<file path="config.mk">
export PLATFORM = sky130hd
export DESIGN_NAME = wildcard_byte_pattern_scanner
export DESIGN_NICKNAME = d
export VERILOG_FILES = /design/src/rtl/wbps_pkg.sv /design/src/rtl/wbps_match.sv /design/src/rtl/wbps_track.sv /design/src/rtl/wildcard_byte_pattern_scanner.sv
export SDC_FILE = /design/constraint.sdc
export NUM_CORES = 1
export LEC_CHECK = 0
export BUFFER_PORTS_ARGS = -buffer_cell sky130_fd_sc_hd__buf_2
export CORE_MARGIN = 2
export CORE_UTILIZATION = 45
export DETAILED_ROUTE_END_ITERATION = 12
export PLACE_DENSITY = 0.74
export SYNTH_ARGS = -nofsm -noshare
export SYNTH_HDL_FRONTEND = slang
export SYNTH_HIERARCHICAL = 1
export SYNTH_SLANG_ARGS = --single-unit
</file>
<file path="constraint.sdc">
create_clock -name aclk -period 6.6 [get_ports aclk]
set_clock_uncertainty 0.1 [all_clocks]
set_input_delay 0.99 -clock aclk [delete_from_list [all_inputs] [get_ports aclk]]
set_output_delay 0.99 -clock aclk [all_outputs]
set_load 0.01 [all_outputs]
</file>
<file path="src/rtl/wbps_pkg.sv">
// ----------------------------------------------------------------------------
// wbps_pkg
// Shared types and constants for the wildcard byte pattern scanner.
// ----------------------------------------------------------------------------
package wbps_pkg;

    localparam int PATTERN_MAX_DEF = 16;
    localparam int OFFSET_BITS_DEF = 32;

    // fixed by the register map
    localparam int PATTERN_BYTES  = 16;
    localparam int LEN_W          = 5;
    localparam int MATCH_OFFSET_W = 32;
    localparam int CFG_INDEX_W    = 8;
    localparam int CFG_DATA_W     = 64;

    typedef enum logic [CFG_INDEX_W-1:0] {
        REG_PATTERN_LOW    = 8'd0,
        REG_PATTERN_HIGH   = 8'd1,
        REG_WILDCARD_MASK  = 8'd2,
        REG_PATTERN_LENGTH = 8'd3
    } wbps_reg_idx_t;

    typedef struct packed {
        logic [8*PATTERN_BYTES-1:0] pattern;
        logic [PATTERN_BYTES-1:0]   wildcard_mask;
        logic [LEN_W-1:0]           pattern_length;
    } wbps_cfg_t;

    typedef struct packed {
        logic                      emit;
        logic                      found;
        logic [MATCH_OFFSET_W-1:0] match_offset;
    } wbps_result_t;

endpackage

</file>
<file path="src/rtl/wbps_match.sv">
// ----------------------------------------------------------------------------
// wbps_match
// Parallel compare of the byte history against the pattern with wildcards.
// ----------------------------------------------------------------------------
module wbps_match
    import wbps_pkg::*;
#(
    parameter int EFF_MAX = 16,
    parameter int WIN_D   = 15
) (
    input  logic [7:0]                 cur_byte,
    input  logic [7:0]                 win [WIN_D],
    input  logic [LEN_W-1:0]           len_m1,
    input  logic [8*PATTERN_BYTES-1:0] pattern,
    input  logic [PATTERN_BYTES-1:0]   wildcard_mask,
    output logic                       hit
);

    localparam int HIST_IW = (EFF_MAX > 1) ? $clog2(EFF_MAX) : 1;
    localparam int HIST_D  = 1 << HIST_IW;

    // hist[k] is the byte k steps back, the current byte at zero
    logic [7:0]         hist [HIST_D];
    logic [EFF_MAX-1:0] byte_ok;

    assign hist[0] = cur_byte;

    genvar k, j;
    generate
        for (k = 1; k < HIST_D; k++) begin : g_hist
            if (k < EFF_MAX && k <= WIN_D) begin : g_tap
                assign hist[k] = win[k-1];
            end else begin : g_pad
                assign hist[k] = 8'd0;
            end
        end

        for (j = 0; j < EFF_MAX; j++) begin : g_cmp
            logic             active;
            logic [LEN_W-1:0] back;
            assign active     = (LEN_W'(j) <= len_m1);
            assign back       = len_m1 - LEN_W'(j);
            assign byte_ok[j] = !active || wildcard_mask[j] ||
                                (hist[back[HIST_IW-1:0]] == pattern[8*j +: 8]);
        end
    endgenerate

    assign hit = &byte_ok;

endmodule

</file>
<file path="src/rtl/wbps_track.sv">
// ----------------------------------------------------------------------------
// wbps_track
// Region state: byte window, saturating offset counter and done flag.
// ----------------------------------------------------------------------------
module wbps_track
    import wbps_pkg::*;
#(
    parameter int PATTERN_MAX = PATTERN_MAX_DEF,
    parameter int OFFSET_BITS = OFFSET_BITS_DEF
) (
    input  logic         aclk,
    input  logic         aresetn,
    input  wbps_cfg_t    cfg,
    input  logic         step,
    input  logic [7:0]   cur_byte,
    input  logic         cur_last,
    output wbps_result_t result
);

    localparam int EFF_MAX = (PATTERN_MAX < PATTERN_BYTES) ? PATTERN_MAX : PATTERN_BYTES;
    localparam int WIN_D   = (EFF_MAX > 1) ? EFF_MAX - 1 : 1;

    logic [7:0]             win_reg [WIN_D];
    logic [OFFSET_BITS-1:0] count_reg, count_next;
    logic                   done_reg, done_next;

    logic [LEN_W-1:0]                   len, len_m1;
    logic                               full, hit, found;
    logic [OFFSET_BITS-1:0]             len_m1_ext, diff;
    logic [MATCH_OFFSET_W+OFFSET_BITS-1:0] diff_ext;

    always_comb begin
        if (cfg.pattern_length == '0) begin
            len = LEN_W'(1);
        end else if (cfg.pattern_length > LEN_W'(EFF_MAX)) begin
            len = LEN_W'(EFF_MAX);
        end else begin
            len = cfg.pattern_length;
        end
    end

    assign len_m1     = len - LEN_W'(1);
    assign len_m1_ext = {{(OFFSET_BITS-LEN_W){1'b0}}, len_m1};
    assign full       = (count_reg >= len_m1_ext);
    assign diff       = count_reg - len_m1_ext;
    assign diff_ext   = {{MATCH_OFFSET_W{1'b0}}, diff};

    wbps_match #(
        .EFF_MAX (EFF_MAX),
        .WIN_D   (WIN_D)
    ) u_match (
        .cur_byte      (cur_byte),
        .win           (win_reg),
        .len_m1        (len_m1),
        .pattern       (cfg.pattern),
        .wildcard_mask (cfg.wildcard_mask),
        .hit           (hit)
    );

    assign found               = !done_reg && full && hit;
    assign result.emit         = !done_reg && (found || cur_last);
    assign result.found        = found;
    assign result.match_offset = found ? diff_ext[MATCH_OFFSET_W-1:0] : '0;

    always_comb begin
        count_next = count_reg;
        done_next  = done_reg;
        if (!done_reg) begin
            if (count_reg != '1) begin
                count_next = count_reg + OFFSET_BITS'(1);
            end
            done_next = found;
        end
        // last beat closes the region
        if (cur_last) begin
            count_next = '0;
            done_next  = 1'b0;
        end
    end

    always_ff @(posedge aclk) begin
        if (!aresetn) begin
            count_reg <= '0;
            done_reg  <= 1'b0;
        end else if (step) begin
            count_reg <= count_next;
            done_reg  <= done_next;
        end
    end

    // entries are only read once written in the current region
    always_ff @(posedge aclk) begin
        if (step && !done_reg) begin
            win_reg[0] <= cur_byte;
            for (int k = 1; k < WIN_D; k++) begin
                win_reg[k] <= win_reg[k-1];
            end
        end
    end

endmodule

</file>
<file path="src/rtl/wildcard_byte_pattern_scanner.sv">
// An input beat passes the input register, then the result register.
// Throughput: one byte per cycle, set by the single compare stage between
// the two registers; a stalled result register holds off the input. Reset
// (aresetn, synchronous, active low) empties both stages, clears the region
// state and loads the pattern registers with zero and the pattern length
// with one.
// ----------------------------------------------------------------------------
// wildcard_byte_pattern_scanner
// Finds the first offset in a byte region where a wildcard pattern matches.
// ----------------------------------------------------------------------------
module wildcard_byte_pattern_scanner
    import wbps_pkg::*;
#(
    parameter int PATTERN_MAX = PATTERN_MAX_DEF,
    parameter int OFFSET_BITS = OFFSET_BITS_DEF
) (
    input  logic                      aclk,
    input  logic                      aresetn,

    input  logic                      s_valid,
    output logic                      s_ready,
    input  logic [7:0]                s_data_byte,
    input  logic                      s_last_byte,

    output logic                      m_valid,
    input  logic                      m_ready,
    output logic                      m_found,
    output logic [MATCH_OFFSET_W-1:0] m_match_offset,

    input  logic                      cfg_valid,
    output logic                      cfg_ready,
    input  logic [CFG_INDEX_W-1:0]    cfg_index,
    input  logic [CFG_DATA_W-1:0]     cfg_data
);

    wbps_cfg_t    cfg_reg;
    logic         in_valid_reg;
    logic [7:0]   in_data_reg;
    logic         in_last_reg;
    logic         out_valid_reg, out_valid_next;
    logic         out_found_reg;
    logic [MATCH_OFFSET_W-1:0] out_offset_reg;
    logic         out_free, step;
    wbps_result_t result;

    assign cfg_ready = 1'b1;

    always_ff @(posedge aclk) begin
        if (!aresetn) begin
            cfg_reg.pattern        <= '0;
            cfg_reg.wildcard_mask  <= '0;
            cfg_reg.pattern_length <= LEN_W'(1);
        end else if (cfg_valid && cfg_ready) begin
            case (cfg_index)
                REG_PATTERN_LOW: begin
                    cfg_reg.pattern[CFG_DATA_W-1:0] <= cfg_data;
                end
                REG_PATTERN_HIGH: begin
                    cfg_reg.pattern[2*CFG_DATA_W-1:CFG_DATA_W] <= cfg_data;
                end
                REG_WILDCARD_MASK: begin
                    cfg_reg.wildcard_mask <= cfg_data[PATTERN_BYTES-1:0];
                end
                REG_PATTERN_LENGTH: begin
                    cfg_reg.pattern_length <= cfg_data[LEN_W-1:0];
                end
                default: begin
                end
            endcase
        end
    end

    assign out_free = !out_valid_reg || m_ready;
    assign step     = in_valid_reg && out_free;
    assign s_ready  = !in_valid_reg || step;

    always_ff @(posedge aclk) begin
        if (!aresetn) begin
            in_valid_reg <= 1'b0;
        end else if (s_ready) begin
            in_valid_reg <= s_valid;
        end
    end

    always_ff @(posedge aclk) begin
        if (s_valid && s_ready) begin
            in_data_reg <= s_data_byte;
            in_last_reg <= s_last_byte;
        end
    end

    wbps_track #(
        .PATTERN_MAX (PATTERN_MAX),
        .OFFSET_BITS (OFFSET_BITS)
    ) u_track (
        .aclk     (aclk),
        .aresetn  (aresetn),
        .cfg      (cfg_reg),
        .step     (step),
        .cur_byte (in_data_reg),
        .cur_last (in_last_reg),
        .result   (result)
    );

    always_comb begin
        if (step) begin
            out_valid_next = result.emit;
        end else if (m_ready) begin
            out_valid_next = 1'b0;
        end else begin
            out_valid_next = out_valid_reg;
        end
    end

    always_ff @(posedge aclk) begin
        if (!aresetn) begin
            out_valid_reg <= 1'b0;
        end else begin
            out_valid_reg <= out_valid_next;
        end
    end

    // result payload loads only with a beat that produces one
    always_ff @(posedge aclk) begin
        if (step && result.emit) begin
            out_found_reg  <= result.found;
            out_offset_reg <= result.match_offset;
        end
    end

    assign m_valid        = out_valid_reg;
    assign m_found        = out_found_reg;
    assign m_match_offset = out_offset_reg;

endmodule
</file>
Word-level counts from Yosys, hierarchy flattened
Index checks and enable logic that the tools add are counted.
{"block": "totals", "out_inout_bits": 36, "ff_bits": 346}
{"block": "op_classes", "n_reduce_logical": 71, "muxes": 57, "n_lt_le_gt_ge": 34, "n_bitwise": 16, "eq_ne": 21, "addsub": 18}
{"operator": "$bmux 8 s4", "count": 16}
{"operator": "$mux 8", "count": 32}
{"operator": "$eq 8x8->1", "count": 16}
{"operator": "$mux 32", "count": 3}
{"operator": "$ge 5x5->1 const B", "count": 16}
{"operator": "$not 4->5", "count": 16}
{"operator": "$le 4x5->1 const A", "count": 8}
{"operator": "$logic_or 1x1->1", "count": 35}
{"operator": "$add 32x1->32 const B", "count": 1}
{"operator": "$ge 32x5->1", "count": 1}
{"operator": "$ne 32x32->1 const B", "count": 1}
{"operator": "$sub 32x5->32", "count": 1}
{"operator": "$sub 4x4->4 const B", "count": 8}
{"operator": "$le 3x5->1 const A", "count": 4}
{"operator": "$logic_not 1->1", "count": 19}
{"operator": "$eq 8x2->1 const B", "count": 2}
{"operator": "$reduce_and 16->1", "count": 1}
{"operator": "$sub 4x3->4 const B", "count": 4}
{"operator": "$le 1x5->1 const A", "count": 2}
{"operator": "$le 2x5->1 const A", "count": 2}
{"operator": "$mux 5", "count": 2}
{"operator": "$eq 8x1->1 const B", "count": 1}
{"operator": "$logic_not 8->1", "count": 1}
{"operator": "$reduce_and 2->1", "count": 4}
{"operator": "other kinds (10)", "count": 21}

Logic depth before layout (Yosys ltp)
{"block": "depth", "word_depth": 16, "mapped_depth": 24, "depth_no_buf": 17}

Cells and area by module
Netlist, hierarchy kept.
{"module": "wbps_match", "seq_area_each_um2": 0.0, "n_inst": 1, "area_each_um2": 8854.7, "cells_per_inst": 784}
{"module": "wildcard_byte_pattern_scanner", "seq_area_each_um2": 4284.1, "n_inst": 1, "area_each_um2": 7030.5, "cells_per_inst": 613}
{"module": "wbps_track", "seq_area_each_um2": 4264.1, "n_inst": 1, "area_each_um2": 6408.6, "cells_per_inst": 514}

Worst setup path after synthesis
Ideal clock, no wire load.
{"block": "synth_timing", "path_kind": "flip-flop to flip-flop", "start": "register cfg_reg[0] (netlist bit)", "end": "register out_found_reg, in the netlist m_found, enable pin", "required_ns": 6.107, "n_path_buf": 7, "synth_period_minus_slack_ns": 6.670, "t_arrival_ns": 6.176, "slack_ns": -0.070, "path_stages_with_launch": 24, "path_cell_list": "dfxtp_1 > or2_2 > nor2_1 > a211o_1 > buf_6 > buf_2 > clkbuf_1 > inv_1 > ha_1 > buf_2 > buf_4 > buf_2 > mux2i_1 > mux4_2 > xnor2_1 > nor4_1 > a21oi_1 > a2111oi_2 > o2111ai_1 > nor4_2 > o311ai_4 > buf_2 > o21ai_1 > and3_1"}
{"item": "from (decl)", "line": "wildcard_byte_pattern_scanner.sv:36", "rtl": "wbps_cfg_t cfg_reg;"}
{"item": "to (signal assigned)", "line": "wildcard_byte_pattern_scanner.sv:126", "rtl": "out_found_reg <= result.found;"}
{"item": "to (decl)", "line": "wildcard_byte_pattern_scanner.sv:41", "rtl": "logic out_found_reg;"}

==> flow_metrics.tcl <==
set metrics [dict create \
    setup_tns_ps 0 \
    final_common_cell "mux2i_1" \
    tritoncts "built" \
    portBuffers 120 \
    ys_seq_elements 346 \
    syn_inst 1911 \
    viasPerCell 6.359 \
    largest_reg_flops 149 \
    synth-warning-count 6 \
    cts-root-buf "clkbuf_16" \
    timing.final.ws_setup_ps 253.2 \
    fp.dieArea_mm2 0.05134 \
    cp-end-kind "flop" \
    grt_setup_unrepaired "no" \
    antenna_found_initial 1 \
    rows 81 \
    syn_nets 2016 \
    maxSlewViolCount 0 \
    die_w_um 226.6 \
    ys.flop_type "dfxtp_1" \
    holdPathStages 2 \
    grt_max_degree 127 \
    worst_ep_required_time_ps 6770 \
    first_global_vias 16350 \
    pre_cts_slack_ps 97.91 \
    synth-async-reset-ratio_pct 0 \
    post-route-util_pct 50.44 \
    grt-ovfl-total 0 \
    clk_path_buf_depth 3 \
    fmax_ghz 0.1576 \
    maxCapViolCount 0 \
    fp.dieH_um 226.6 \
    power_density_mw_per_mm2 202.1 \
    grt_pass1_wl_mm 102.1 \
    final_antenna_net_count 0 \
    core-area_mm2 0.04895 \
    slew_headroom_pct 15.65 \
    cp-start-kind "flop" \
    avgSynthCellArea_um2 11.67 \
    cts_made_buffers 40 \
    reg2reg_depth 17 \
    setup_viol_count_final 0 \
    routed_wl_mm 67.89 \
    hpwl_mm 50.48 \
    worstSkewPairLatency_ps 580 \
    synth_edf_count 162 \
    hold_viol 0 \
    fin_crit_sh_pct 96.16 \
    htreeDepth 2 \
    switching_share_pct 23.92 \
    max_slew.worst_pin.slew_ps 1255 \
    syn_to_final_growth_pct 10.75 \
    drt_iter0_drc 1984 \
    pwr-share-seq_pct 47.1 \
    hp-class "flop to flop" \
    wl_per_cell_um 25.34 \
    drt-pass1-iter-count 6 \
    grtUsageTotal_pct 26.63 \
    ios 122 \
    crit_fanout 37 \
    vias 17040 \
    start_util_pct 45.54 \
    cts.sinks 346 \
    cp_data_arrival_time_ps 6520 \
    synth_area_mm2 0.02229 \
    p_leak_nw 8.509 \
    hold_buffers 0 \
    synth_cell_types 80 \
    worstSetupPathType "flop to flop" \
    mostFrequentLayoutCells "mux2i_1, nand2_1, dfxtp_1" \
    status "finished clean" \
    n_antenna_cell 0 \
    layout-drive-gt1-share_pct 22.23 \
    power_frac_comb_pct 7.6 \
    switchingPower_mw 1.193 \
    period_needed_ps 6347 \
    nets 2091 \
    clk_pin_slew_ps 60 \
    drc 0 \
    fillCellCount 4254 \
    synth_seq_area_share_pct 38.34 \
    p_int_mw 3.795 \
    gp_congestion 1.032 \
    clkPwrFrac_pct 45.3 \
    vdd_ir_drop_max_v 0.0001460 \
]
[synthesized netlist by cell type, types with 5 or more instances]
master	n	area [µm²]
buf_6	20	225.2
buf_12	6	120.1
a21oi_1	52	260.3
a22o_1	13	113.9
or3_1	33	206.5
nor2_1	44	165.2
mux2_2	8	90.09
nor3_1	14	70.07
o21ai_0	44	220.2
a221oi_1	16	140.1
xor2_1	61	534.3
nand2_1	256	960.9
a31oi_1	7	43.79
nand2b_1	10	62.56
buf_2	31	155.2
dfxtp_1	184	3684
nor2b_1	8	50.05
o41ai_1	7	61.31
o22ai_1	9	56.30
mux2i_2	5	68.82
nand3_1	41	205.2
buf_1	6	22.52
ha_1	18	225.2
buf_4	12	90.09
a211oi_1	6	45.04
inv_1	23	86.33
nor4_1	24	150.1
o31ai_1	17	127.6
edfxtp_1	162	4865
xnor2_1	124	1086
or2_2	8	50.05
or4_1	19	142.6
mux2i_1	292	2923
clkbuf_1	56	210.2
mux4_2	171	3851
nand4_1	33	206.5
[final cells by class]
class	count	area [µm²]	share of cell area, %
sequential	346	8548	34.62
clock inverter	10	137.6	0.5574
inverter	24	92.59	0.3750
tap	664	830.8	3.365
timing repair buffer	165	994.7	4.029
multi-input combinational	1409	12880	52.18
clock buffer	61	1204	4.875
[timing repair]
action	in CTS	in global routing
endpoints found under the hold margin	0	0
gates resized for setup	0	1
setup buffers	0	6
endpoints found under the setup margin	0	33
[power by group through the flow]
stage | clock [mW] | combinational [mW] | sequential, mW
2_1_floorplan | 0 | 0.240 | 2.37
3_3_place_gp | 0 | 0.366 | 2.39
3_5_place_dp | 0 | 0.372 | 2.39
4_1_cts | 2.30 | 0.374 | 2.34
5_1_grt | 2.39 | 0.403 | 2.35
6_report | 2.26 | 0.382 | 2.35
[kinds of logic (layout without fill, tap and decap cells)]
family,after synthesis,in the layout,synth area share (%)
simple gates,518,518,11.36
mux,478,478,31.30
flops,346,346,38.34
compound gates,202,202,6.039
xor+xnor,189,189,7.610
buf+inv,156,260,4.164
fa+ha+maj,20,20,1.145
other cells,2,2,0.03369
[per-layer routing]
layer / routed length, µm / GRT usage [%] / up-vias
li1: - / - / 7422
met1: 27270 / 36.48 / 8518
met2: 30590 / 40.51 / 939
met3: 6671 / 6.000 / 156
met4: 3347 / 11.76 / 2
met5: 13 / 0 / -
[worst paths after layout]
kind / slack [ps] / to / from
setup / recovery: 250 / m_match_offset[15] / cfg_reg[0]
setup reg to reg: 250 / m_match_offset[15] / cfg_reg[0]
hold / removal: 360 / cfg_reg[13] / cfg_reg[13]
hold reg to reg: 360 / cfg_reg[13] / cfg_reg[13]
[metrics by stage]
step / hold slack (ps) / cells / area [µm²] / total power, mW
final: 358.8 / 2679 / 24690 / 4.989
after global routing: 370.1 / 2679 / 24690 / 5.141
after CTS: 358.7 / 2673 / 24630 / 5.016
after detailed placement: 349.1 / 2602 / 23290 / 2.763
after global placement: 343.7 / 2602 / 23290 / 2.755
after floorplan: 330.0 / 1911 / 22300 / 2.612
[critical path: stages (launching register included)]
cell      delay, ps
dfxtp_1         380
or2_2           350
nor2_1          140
a211o_4         200
inv_1           160
ha_4            520
buf_12          310
mux4_2          650
mux4_2          550
xor2_1          170
nor4_1          580
a221oi_1        200
a211o_1         350
nor4_2          530
o311ai_4        190
o21ai_1         150
and3_2          230
buf_12          200
No activity file was read; power rests on OpenSTA's default activity.
